<file path="src/rtl/bb3_pkg.sv">
`default_nettype none
package bb3_pkg;

  localparam int MAX_WIDTH_DEF = 1024;

  localparam int PIX_W        = 24;
  localparam int CH_W         = 8;
  localparam int CFG_IDX_W    = 1;
  localparam int CFG_DATA_W   = 16;
  localparam int CFG_WIDTH_W  = 11;
  localparam int CFG_HEIGHT_W = 16;
  localparam int ROW_W        = 16;
  localparam int IDX_W        = 26;
  localparam int OROW_W       = 17;
  localparam int SUM_W        = 12;
  localparam int CNT_W        = 4;
  localparam int RECIP_W      = 16;
  localparam int RECIP_SH     = 15;

  localparam logic [CFG_IDX_W-1:0]    REG_IMAGE_WIDTH  = 1'b0;
  localparam logic [CFG_IDX_W-1:0]    REG_IMAGE_HEIGHT = 1'b1;
  localparam logic [CFG_WIDTH_W-1:0]  WIDTH_RESET      = 11'd640;
  localparam logic [CFG_HEIGHT_W-1:0] HEIGHT_RESET     = 16'd480;

  localparam logic [ROW_W-1:0]  ROW_MAX  = 16'hFFFF;
  localparam logic [OROW_W-1:0] OROW_SAT = 17'h10000;

  // Reciprocals scaled by two to the fifteenth; exact for sums below 4096.
  localparam logic [RECIP_W-1:0] RECIP_ONE   = 16'd32768;
  localparam logic [RECIP_W-1:0] RECIP_THREE = 16'd10923;
  localparam logic [RECIP_W-1:0] RECIP_NINE  = 16'd3641;

  typedef struct packed {
    logic            kind;
    logic [CH_W-1:0] red_in;
    logic [CH_W-1:0] green_in;
    logic [CH_W-1:0] blue_in;
  } in_word_t;

  typedef struct packed {
    logic [CH_W-1:0] red_out;
    logic [CH_W-1:0] green_out;
    logic [CH_W-1:0] blue_out;
    logic            last_pixel;
  } out_word_t;

  typedef struct packed {
    logic accept;
    logic shift;
    logic sum;
    logic load_out;
    logic div_start;
    logic div_step;
    logic div_commit;
  } bb3_cmd_t;

  typedef struct packed {
    logic due;
  } bb3_stat_t;

  function automatic logic [CH_W-1:0] mean_of(input logic [SUM_W-1:0] sum,
                                              input logic [CNT_W-1:0] cnt);
    logic [SUM_W-1:0]         x;
    logic [RECIP_W-1:0]       m;
    logic [SUM_W+RECIP_W-1:0] prod;
    x = sum;
    m = RECIP_ONE;
    case (cnt)
      4'd1: begin
        x = sum;
        m = RECIP_ONE;
      end
      4'd2: begin
        x = sum >> 1;
        m = RECIP_ONE;
      end
      4'd3: begin
        x = sum;
        m = RECIP_THREE;
      end
      4'd4: begin
        x = sum >> 2;
        m = RECIP_ONE;
      end
      4'd6: begin
        x = sum >> 1;
        m = RECIP_THREE;
      end
      4'd9: begin
        x = sum;
        m = RECIP_NINE;
      end
      default: begin
        x = '0;
        m = '0;
      end
    endcase
    prod = (SUM_W+RECIP_W)'(x) * (SUM_W+RECIP_W)'(m);
    return prod[RECIP_SH +: CH_W];
  endfunction

endpackage
`default_nettype wire

</file>
<file path="src/rtl/bb3_ctrl.sv">
`default_nettype none
module bb3_ctrl (
  input  wire logic                clk,
  input  wire logic                rst_n,
  input  wire logic                in_valid,
  output logic                     in_ready,
  output logic                     out_valid,
  input  wire logic                out_ready,
  input  wire logic                cfg_we,
  input  wire bb3_pkg::bb3_stat_t  stat,
  output bb3_pkg::bb3_cmd_t        cmd
);

  localparam int STEP_W = $clog2(bb3_pkg::IDX_W);
  localparam logic [STEP_W-1:0] LAST_STEP = STEP_W'(bb3_pkg::IDX_W - 1);

  typedef enum logic [2:0] {
    S_IDLE,
    S_SHIFT,
    S_SUM,
    S_MEAN,
    S_DIV,
    S_COMMIT
  } state_t;

  state_t            state_r, state_nxt;
  logic              pend_r, pend_nxt;
  logic [STEP_W-1:0] step_r, step_nxt;
  logic              out_valid_r, out_valid_nxt;

  always_comb begin
    state_nxt     = state_r;
    pend_nxt      = pend_r | cfg_we;
    step_nxt      = step_r;
    out_valid_nxt = out_valid_r & ~out_ready;
    cmd           = '0;
    case (state_r)
      S_IDLE: begin
        if (pend_r) begin
          cmd.div_start = 1'b1;
          pend_nxt      = cfg_we;
          step_nxt      = '0;
          state_nxt     = S_DIV;
        end else if (in_valid) begin
          cmd.accept = 1'b1;
          state_nxt  = S_SHIFT;
        end
      end
      S_SHIFT: begin
        cmd.shift = 1'b1;
        state_nxt = stat.due ? S_SUM : S_IDLE;
      end
      S_SUM: begin
        cmd.sum   = 1'b1;
        state_nxt = S_MEAN;
      end
      S_MEAN: begin
        if (!out_valid_r || out_ready) begin
          cmd.load_out  = 1'b1;
          out_valid_nxt = 1'b1;
          state_nxt     = S_IDLE;
        end
      end
      S_DIV: begin
        cmd.div_step = 1'b1;
        step_nxt     = step_r + 1'b1;
        if (step_r == LAST_STEP) begin
          state_nxt = S_COMMIT;
        end
      end
      S_COMMIT: begin
        cmd.div_commit = 1'b1;
        state_nxt      = S_IDLE;
      end
      default: begin
        state_nxt = S_IDLE;
      end
    endcase
  end

  always_ff @(posedge clk) begin
    if (!rst_n) begin
      state_r     <= S_IDLE;
      pend_r      <= 1'b0;
      step_r      <= '0;
      out_valid_r <= 1'b0;
    end else begin
      state_r     <= state_nxt;
      pend_r      <= pend_nxt;
      step_r      <= step_nxt;
      out_valid_r <= out_valid_nxt;
    end
  end

  assign in_ready  = (state_r == S_IDLE) && !pend_r;
  assign out_valid = out_valid_r;

endmodule
`default_nettype wire

</file>
<file path="config.mk">
export PLATFORM = sky130hd
export DESIGN_NAME = bb3_ctrl
export DESIGN_NICKNAME = d
export VERILOG_FILES = /design/src/rtl/bb3_pkg.sv /design/src/rtl/bb3_ctrl.sv
export SDC_FILE = /design/constraint.sdc
export NUM_CORES = 1
export LEC_CHECK = 0
export ABC_AREA = 1
export CAP_MARGIN = 15
export CORE_MARGIN = 1.5
export CORE_UTILIZATION = 35
export DETAILED_ROUTE_END_ITERATION = 16
export DONT_BUFFER_PORTS = 1
export SYNTH_ARGS = -nofsm -noshare
export SYNTH_HDL_FRONTEND = slang
export SYNTH_SLANG_ARGS = --single-unit
</file>
<file path="constraint.sdc">
create_clock -name clk -period 2.01 [get_ports clk]
set_clock_uncertainty 0.1 [all_clocks]
set_input_delay 0.1005 -clock clk [delete_from_list [all_inputs] [get_ports clk]]
set_output_delay 0.1005 -clock clk [all_outputs]
set_load 0.05 [all_outputs]
</file>
# Yosys cells after proc, flatten, opt, wreduce, memory -nomap -nowiden

Cells that the tools add are included.

Bitwise logic cells: 3
Multiplexer cells: 23
Shift operators: 0
$add $sub $neg: 1
Div/mod/pow operators: 0
Equal/unequal tests: 10
Magnitude comparators: 0
$mul: 0
Reductions and logical operators: 8

Operators with widths:

| operator            | number |
|---|---|
| $mux 1              | 15 |
| $pmux 3 s5          | 1 |
| $mux 3              | 4 |
| $pmux 5 s2          | 1 |
| $eq 3x2->1 const B  | 2 |
| $eq 3x3->1 const B  | 2 |
| $ne 2x2->1 const B  | 3 |
| $add 5x1->5 const B | 1 |
| $eq 5x5->1 const B  | 1 |
| $mux 5              | 1 |
| $eq 3x1->1 const B  | 1 |
| $logic_not 3->1     | 1 |
| $ne 3x3->1 const B  | 1 |
| $reduce_and 3->1    | 1 |
| $logic_not 1->1     | 2 |
| $mux 2              | 1 |
| $reduce_and 2->1    | 1 |
| $reduce_bool 2->1   | 1 |
| $and 1x1->1         | 1 |
| $logic_and 1x1->1   | 1 |
| $logic_or 1x1->1    | 1 |
| $not 1->1           | 1 |
| $or 1x1->1          | 1 |

Memories: 0
Output and inout bits: 9
Bits in latches: 0
Word-level logic and storage cells: 49
Bits in writable memories: 0
Register bits after elaboration: 10
Input port bits: 6
Bits in read-only memories: 0

# Depth between registers and ports, before layout

Gate-level depths: netlist of run 1.

Depth after elaboration: 4
Gate-level depth with buffers: 10
Gate-level depth less buffers: 10

# Worst setup path before layout of run 1

OpenSTA, ideal clock, no wires.

Path kind: register to output
Start point: register out_valid_r (netlist: out_valid)
End point: output port cmd[3] (netlist name)
Setup slack: 145 ps
Cell stages (with the launch flop): 4
Data arrival time: 1665 ps
Required time: 1809 ps
Path buffers: 0
Cell sequence: dfxtp_1 -> inv_1 -> nor2_1 -> nor3_1

RTL lines:

| what                     | RTL line       | source |
|---|---|---|
| start: declaration       | bb3_ctrl.sv:29 | `logic out_valid_r, out_valid_nxt;` |
| start signal: assignment | bb3_ctrl.sv:91 | `out_valid_r <= out_valid_nxt;` |
| end: declaration         | bb3_ctrl.sv:11 | `output bb3_pkg::bb3_cmd_t cmd` |

# Worst setup path after layout of run 1

Start point: register state_r[0]
End point: register state_r[1]

Cells in the longest elaborated chain, start to end: 3

RTL lines:

| what                                               | RTL line       | source |
|---|---|---|
| start: declaration                                 | bb3_ctrl.sv:26 | `state_t state_r, state_nxt;` |
| start signal: assignment                           | bb3_ctrl.sv:88 | `state_r <= state_nxt;` |
| $eq 3x3->1, or another cell as far along           | bb3_ctrl.sv:37 | `case (state_r)` |
| $ne 2x2->1 (no line) or $ne 3x3->1 (tied branches) | n/a            |  |
| $reduce_and 3->1 (no line)                         | n/a            |  |

Parallel ways exist; a longest one is shown, timed or not.
A chain may end at the register's enable or synchronous reset.

==> run metrics, run 1 <==
status=finished, final reports clean; R2R depth=8; vias in the first global route=488; starting density of the core=a little under two fifths; largest net degree at the start of global routing=8; CP Launch Point=state_r[0]; Crit path largest cell delay=0.55 ns; die height=43.11 um; Ys Warns=0; Slew @ Worst Pin=0.4165 ns; via count=between 500 and 600; Final HPWL DP=roughly 900 um; critical path data required time=2.12 ns; Fill cells=167; Finish-stage setup viols=0; Max-Cap Viols=0; Ports=15; CP Launch Type=flip-flop; maximum fanout along the worst path=4; PnR Total Power=0.6882 mW; clock slew at reported path FFs=0.07 ns; Final #Nets=around 110; count leader, synth=nand2_1; syn_nets=95; share of post-route cells with drive strength above 1=19.61%; flop and latch count out of synthesis=10; PostCTS Resize Cnt=0; Fin Hold WS=0.1172 ns; drc violations=0; Commonest cells post-synth=nand2_1, inv_1, nor2_1; internal power=0.4006 mW; NetSw=between 0.2 and 0.3 mW; asr flop ratio synth=0%; Final WS setup=about 0.23 ns; I/O Buffers=0; DRT Wirelength=1144 um; GRT Residual Overflow=0; capture point of the worst path=state_r[1]; cell area after synthesis=between 500 and 600 sq um; Multi-input gate area=302.8 sq um; CTS buffer count=3; worst path arrival time=1.89 ns; RR Endpoint=state_r[1]; GRT Total Usage=13.11%; area grow syn2layout=26.44%; clk buf depth=2; CP dominant cell by count=nand2_1; Combinational Power Share=38.9%; top post-synthesis cells by area=dfxtp_1, nand2_1, inv_1; clock tree from TritonCTS=built; CP Class=flip-flop to flip-flop; Reg-to-Reg Start=state_r[0]; post-synth top area cell=dfxtp_1; Post-DRT Antenna Nets=0; die width=43.11 um; GP Congestion=between 0.8 and 0.9; Fin. Hold Viols=0; maximum VDD drop=between 300 and 400 uV; Critical-path top delay cell=dlygate4sd3_1; Syn Area/Cell=~6.5 sq um; clk_lat worst skew=0.26 ns; Leak Pwr=roughly 0.34 nW; vias per cell=4.754; row count=14; post-placement cell count=between 100 and 150; first drt pass iteration count=1; Post-Layout Cell Count=118; Cell Chain, Critical Path=inv_2 > nor3_2 > buf_4 > nand2_1 > nand3_1 > nand2_1 > dlygate4sd3_1 > inv_1; Synth Instances=between 80 and 90; setup bufs post-CTS=0; Worst R2R Setup Slack=roughly 0.23 ns; WL per Instance=around 9.7 um; Setup WS pre-CTS=0.7762 ns; Seq/Total Area, Yosys=35.56%; initial antenna violation count=0; storage element area=200.2 sq um; first-pass GRT wire length=1849 um; CP endpoint kind=flip-flop; Post-CTS Hold Buffers=4; Clk network pwr share=between 20 and 30%; Num Clock Sinks=10; Final period util=88.60%; prevailing post-synth register cell=dfxtp_1; Root Buffer=clkbuf_4; die area=0.001858 sq mm; Unique masters post-synth=19; FMAX=561.5 MHz; RSZ-0062 raised after global routing=no; ant diodes=0; Power Dens Cells=966.7 mW/mm^2; HP Class=input port to flip-flop; min Tclk post-route=1.781 ns; Slew Limit Fails=0; setup TNS=0 ns; H-tree depth=1; EDFF count, synth=0; core area=0.001506 sq mm; Sw Share=41.79%; Rel. slew slack=between 70% and 80%; top cell type's share of synthesized area=35.56%; starting DRC count in detailed routing=0; share of power burned in registers=35.2%
[cells in the final DEF, fill, tap and decap left out]
| cell | instances |
|---|---|
| o21ai_0 | 1 |
| a21oi_1 | 5 |
| inv_1 | 13 |
| inv_2 | 2 |
| nor2_4 | 1 |
| clkinv_1 | 1 |
| o21ai_2 | 1 |
| nand4_1 | 2 |
| ha_1 | 2 |
| nand3_1 | 8 |
| nor2_2 | 3 |
| nor2_1 | 13 |
| nand2_2 | 1 |
| o21ai_1 | 1 |
| buf_4 | 7 |
| nor3_2 | 1 |
| dlygate4sd3_1 | 4 |
| clkbuf_8 | 1 |
| o22ai_1 | 1 |
| nand2_1 | 20 |
| dfxtp_1 | 10 |
| nor3_1 | 1 |
| clkbuf_4 | 3 |
[layout make-up]
type	count	area share [%]
clock buffer	4	5.097
multi-input combinational	61	42.53
inverter	16	8.436
timing repair buffer	11	13.01
sequential	10	28.12
tap	16	2.812
[metal layers]
layer / track usage [%] / wire [um] / up-vias
met5: 0 / 0 / -
met2: 23.88 / 575 / 8
met4: 7.273 / 0 / 0
met3: 1.702 / 37 / 0
met1: 14.21 / 531 / 245
li1: - / - / 308
[metrics by stage]
stage	instance area (sq um)	util [%]
after floorplan	563.0	-
after CTS	711.9	47.26
final	711.9	47.26
after detailed placement	635.6	42.19
after global routing	711.9	47.26
after global placement	635.6	42.19
[worst min-delay path by stage]
stage | from | endpoint | cells after the start
6_report | in_valid | state_r[0] | 6
3_3_place_gp | rst_n | state_r[1] | 2
3_5_place_dp | rst_n | state_r[1] | 2
5_1_grt | in_valid | state_r[0] | 6
4_1_cts | in_valid | state_r[0] | 6
2_1_floorplan | rst_n | state_r[1] | 2
[cells by family after synthesis]
| group | Yosys count | share of synthesized area (%) |
|---|---|---|
| compound gates | 9 | 8.887 |
| fa+ha+maj | 2 | 4.444 |
| buf+inv | 16 | 10.67 |
| flops | 10 | 35.56 |
| simple gates | 50 | 40.44 |
[power by group through the flow]
| stage | combinational [mW] | sequential [mW] | clock (mW) |
|---|---|---|---|
| 2_1_floorplan | 0.210 | 0.245 | 0 |
| 5_1_grt | 0.291 | 0.245 | 0.199 |
| 3_5_place_dp | 0.261 | 0.247 | 0 |
| 4_1_cts | 0.270 | 0.243 | 0.185 |
| 6_report | 0.268 | 0.243 | 0.178 |
| 3_3_place_gp | 0.261 | 0.246 | 0 |
[critical path: cells and delay by family, from the launching register on]
kind | cells | cell delay (ns)
flops | 1 | 0.44
simple gates | 4 | 0.29
buf+inv | 4 | 0.91
[state kept, by name, summed over array words and instances (netlist names)]
register,flops
step_r,5
out_valid,1
state_r,3
pend_r,1
No activity file was read; power rests on OpenSTA's default activity.
==> run 2, diff against run 1 <==
--- a/config.mk
+++ b/config.mk
@@ -11,6 +11,7 @@
 export CORE_UTILIZATION = 35
 export DETAILED_ROUTE_END_ITERATION = 16
 export DONT_BUFFER_PORTS = 1
+export GPL_TIMING_DRIVEN = 0
 export SYNTH_ARGS = -nofsm -noshare
 export SYNTH_HDL_FRONTEND = slang
 export SYNTH_SLANG_ARGS = --single-unit
==> constraint.sdc (replaced) <==
create_clock -name clk -period 2.05 [get_ports clk]
set_clock_uncertainty 0.1 [all_clocks]
set_input_delay 0.1025 -clock clk [delete_from_list [all_inputs] [get_ports clk]]
set_output_delay 0.1025 -clock clk [all_outputs]
set_load 0.05 [all_outputs]
==> run metrics, run 2 (synthesized netlist as in run 1, its figures left out) <==
Slew @ Worst Pin=0.8792 ns; Max-Cap Viols=0; clock slew at reported path FFs=0.06 ns; ant diodes=0; Leak Pwr=0.3042 nW; CP Launch Type=flip-flop; H-tree depth=1; WL per Instance=10.43 um; Finish-stage setup viols=0; Crit path largest cell delay=0.68 ns; share of power burned in registers=39.7%; largest registers=step_r x5, state_r x3; Fin. Hold Viols=0; vias in the first global route=476; Post-CTS Hold Buffers=4; status=finished, final reports clean; Final HPWL DP=867.6 um; share of post-route cells with drive strength above 1=between 10% and 20%; min Tclk post-route=1.836 ns; die width=43.11 um; initial antenna violation count=0; Cell Chain, Critical Path=nor2_2 > nand2_1 > nor2_1; first drt pass iteration count=4; GRT Residual Overflow=0; internal power=0.3302 mW; drc violations=0; PnR Total Power=0.6064 mW; area grow syn2layout=16.00%; GRT Total Usage=13.89%; starting DRC count in detailed routing=8; Final #Nets=105; clk_lat worst skew=0.26 ns; Post-DRT Antenna Nets=0; die area=0.001858 sq mm; maximum fanout along the worst path=5; worst path arrival time=around 1.6 ns; Biggest register=step_r; Slew Limit Fails=0; commonest non-fill, non-tap cell in the layout=nand2_1; HP Class=input port to flip-flop; Rel. slew slack=approximately two fifths; I/O Buffers=0; CP Class=flip-flop to output pin; via count=536; post-placement cell count=104; Largest register FFs=5; first-pass GRT wire length=1918 um; starting density of the core=37.38%; FMAX=544.8 MHz; setup bufs post-CTS=0; row count=14; Post-Layout Cell Count=111; Final period util=between 80% and 90%; vias per cell=4.829; Sw Share=45.55%; most frequent cells in the layout=nand2_1, inv_1, nor2_1; Fin Hold WS=0.1551 ns; clock tree from TritonCTS=built; Power Dens Cells=928.5 mW/mm^2; critical path data required time=approximately 1.9 ns; CTS buffer count=3; core area=0.001506 sq mm; GP Congestion=0.8254; setup TNS=0 ns; RSZ-0062 raised after global routing=no; Root Buffer=clkbuf_4; Critical-path top delay cell=nor2_1; PostCTS Resize Cnt=0; maximum VDD drop=295.6 uV; die height=43.11 um; CP endpoint kind=output pin; clk buf depth=2; Num Clock Sinks=10; Ports=15; NetSw=0.2762 mW; Clk network pwr share=21.3%; DRT Wirelength=about 1200 um; Combinational Power Share=39.0%; largest net degree at the start of global routing=8
[run 2: cell types whose count changed in the layout (fill, tap and decap cells not counted), sizes merged]
cell and change:
buf -6, clkbuf -1
[run 2: worst max-delay path, delay by kind of cell (launching register included)]
kind	cells	cell delay, ns
flip-flops	1	0.36
AND/OR/NAND/NOR	3	1.01
[run 2: final cells by class]
cell class	count	area, sq um
sequential	10	200.2
timing repair buffer	5	47.55
multi-input combinational	61	302.8
inverter	16	60.06
tap	16	20.02
fill	158	853.3
clock buffer	3	22.52
[run 2: power groups by stage]
stage	combinational, mW	sequential [mW]	clock [mW]
after floorplan	0.206	0.240	0
after global placement	0.226	0.245	0
after detailed placement	0.230	0.245	0
after CTS	0.238	0.241	0.137
after global routing	0.256	0.246	0.147
final	0.236	0.241	0.129
[run 2: path summary, 6_finish.rpt]
check | from | to | slack, ns | cells after the start
max | state_r[1] | cmd[6] | 0.21 | 3
min reg2reg | step_r[4] | step_r[4] | 0.39 | 2
min | in_valid | state_r[0] | 0.16 | 6
max reg2reg | state_r[0] | state_r[1] | 0.39 | 6
[run 2: through the flow]
step	util (%)	worst slack, ns	instance area, sq um
global placement	38.70	0.1348	583.1
floorplan	-	0.1828	563.0
global route	43.36	0.09451	653.1
detailed placement	39.20	0.3878	590.6
finish	43.36	0.2145	653.1
CTS	43.36	0.1995	653.1
[run 2: per-layer routing]
metal	track usage, %	vias to the layer above	part of all wire [%]
met5	0	-	0
met4	9.091	0	1.8
met3	2.979	2	5.5
met2	21.49	13	45
met1	17.05	231	48
li1	-	290	-
==> run 3, diff against run 2 <==
--- a/config.mk
+++ b/config.mk
@@ -7,11 +7,14 @@
 export LEC_CHECK = 0
 export ABC_AREA = 1
 export CAP_MARGIN = 15
+export CELL_PAD_IN_SITES_DETAIL_PLACEMENT = 0
+export CELL_PAD_IN_SITES_GLOBAL_PLACEMENT = 1
 export CORE_MARGIN = 1.5
-export CORE_UTILIZATION = 35
+export CORE_UTILIZATION = 30
 export DETAILED_ROUTE_END_ITERATION = 16
 export DONT_BUFFER_PORTS = 1
 export GPL_TIMING_DRIVEN = 0
+export PLACE_DENSITY_LB_ADDON = 0.1
 export SYNTH_ARGS = -nofsm -noshare
 export SYNTH_HDL_FRONTEND = slang
 export SYNTH_SLANG_ARGS = --single-unit
==> run metrics, run 3 (synthesized netlist as in run 1, its figures left out) <==
status=finished, final reports clean; WHS Path Cells=6; Reg-to-Reg Start=state_r[0]; Final HPWL DP=924 um; Placement Cell Area=601.8 sq um; Rel. slew slack=around 41%; Clk network pwr share=between 20% and 30%; vias per cell=4.298; WL per Instance=approximately 10 um; Power Dens Cells=971.6 mW/mm^2; die width=approximately 46 um; Ports=15; Sw Share=43.85%; maximum fanout along the worst path=5; Fin Hold WS=0.1173 ns; Worst Hold Launch=in_valid; maximum VDD drop=317.6 uV; NetSw=0.2889 mW; grt met1 use=15.57%; clk buf depth=2; ant diodes=0; drc violations=0; clock slew at reported path FFs=0.07 ns; Final #Nets=105; Largest register FFs=5; Core Util, Final=38.85%; Critical-path top delay cell=nor2_1; internal power=~0.37 mW; first-pass GRT wire length=1883 um; vias in the first global route=448; RR Endpoint=state_r[1]; Root Buffer=clkbuf_4; Num Clock Sinks=10; R2R depth=6; Finish-stage setup viols=0; DRT Wirelength=between 1000 and 1500 um; I/O Buffers=0; initial antenna violation count=0; clk_lat worst skew=0.26 ns; Slew @ Worst Pin=0.8781 ns; Biggest register=step_r; share of power burned in registers=between 30% and 40%; Max-Cap Viols=0; die area=between 0.002 and 0.0025 sq mm; share of post-route cells with drive strength above 1=14.58%; most frequent cells in the layout=nand2_1, inv_1, nor2_1; CP endpoint kind=output pin; area grow syn2layout=20.44%; CP Launch Type=flip-flop; critical path data required time=1.85 ns; Final period util=90.85%; design area=678.2 sq um; GRT Residual Overflow=0; Slew Limit Fails=0; CP Class=flip-flop to output pin; crit-path leading delay family=simple AND/OR/NAND/NOR gates; PnR Total Power=0.6589 mW; Fin. Hold Viols=0; HP Class=input port to flip-flop; worst path arrival time=1.66 ns; die height=around 46 um; min Tclk post-route=1.862 ns; FMAX=536.9 MHz; Leak Pwr=slightly above 0.3 nW; RSZ-0062 raised after global routing=no; row count=15; gr busiest metal=met2; starting DRC count in detailed routing=2; GP Congestion=0.7329; commonest non-fill, non-tap cell in the layout=nand2_1; core area=about 0.0017 sq mm; Crit path largest cell delay=0.68 ns; largest registers=step_r x5, state_r x3; largest net degree at the start of global routing=8; met2 Track Usage GR=about 20%; Final WS setup=0.1875 ns; CTS buffer count=3; starting density of the core=32.26%; Cell Chain, Critical Path=nor2_2 > nand2_1 > nor2_1; Worst R2R Setup Slack=0.38 ns; via count=520; met3 Use GR=3.529%; Post-DRT Antenna Nets=0; CP Buf/Inv Count=0; Combinational Power Share=35.8%; clock tree from TritonCTS=built; Post-Layout Cell Count=121; H-tree depth=1; setup TNS=0 ns; Min-Delay Endpoint=state_r[0]; first drt pass iteration count=4; Setup WS pre-CTS=0.3701 ns; GRT Total Usage=12.97%; post-placement cell count=113
[run 3: worst max path at each step]
stage          startpoint         end  slack [ns]  cells past startpoint
2_1_floorplan   out_valid      cmd[3]        0.18                      3
3_3_place_gp    out_valid      cmd[3]        0.14                      3
3_5_place_dp   state_r[0]  state_r[1]        0.37                      6
4_1_cts        state_r[1]      cmd[2]        0.17                      3
5_1_grt        state_r[1]      cmd[6]        0.08                      3
6_report       state_r[1]      cmd[2]        0.19                      3
[run 3: area by class of cell]
class / instances / area [sq um]
clock buffer: 4 / 36.28
fill: 198 / 1067
inverter: 16 / 60.06
multi-input combinational: 61 / 302.8
sequential: 10 / 200.2
tap: 25 / 31.28
timing repair buffer: 5 / 47.55
[run 3: worst min-delay path, stage by stage]
cell,delay [ns]
nor2_1,0.02
nand3_1,0.07
nand3_1,0.07
nand2_1,0.06
clkinv_1,0.06
nor2_2,0.06
[run 3: timing repair]
item                      CTS  global route
resized for setup           0             0
hold buffers                4             0
setup buffers               0             0
hold endpoints to repair    9             0
[run 3: routing by layer]
metal / routed length, um / up-vias
li1: - / 288
met1: 583 / 219
met2: 579 / 11
met3: 30 / 2
met4: 15 / 0
met5: 0 / -
[run 3: power by group through the flow]
| stage | Sequential [mW] | Combinational (mW) | Clock [mW] |
|---|---|---|---|
| 3_5_place_dp | 0.246 | 0.232 | 0 |
| 4_1_cts | 0.241 | 0.240 | 0.189 |
| 3_3_place_gp | 0.246 | 0.231 | 0 |
| 6_report | 0.241 | 0.236 | 0.183 |
| 5_1_grt | 0.243 | 0.259 | 0.200 |
| 2_1_floorplan | 0.240 | 0.206 | 0 |
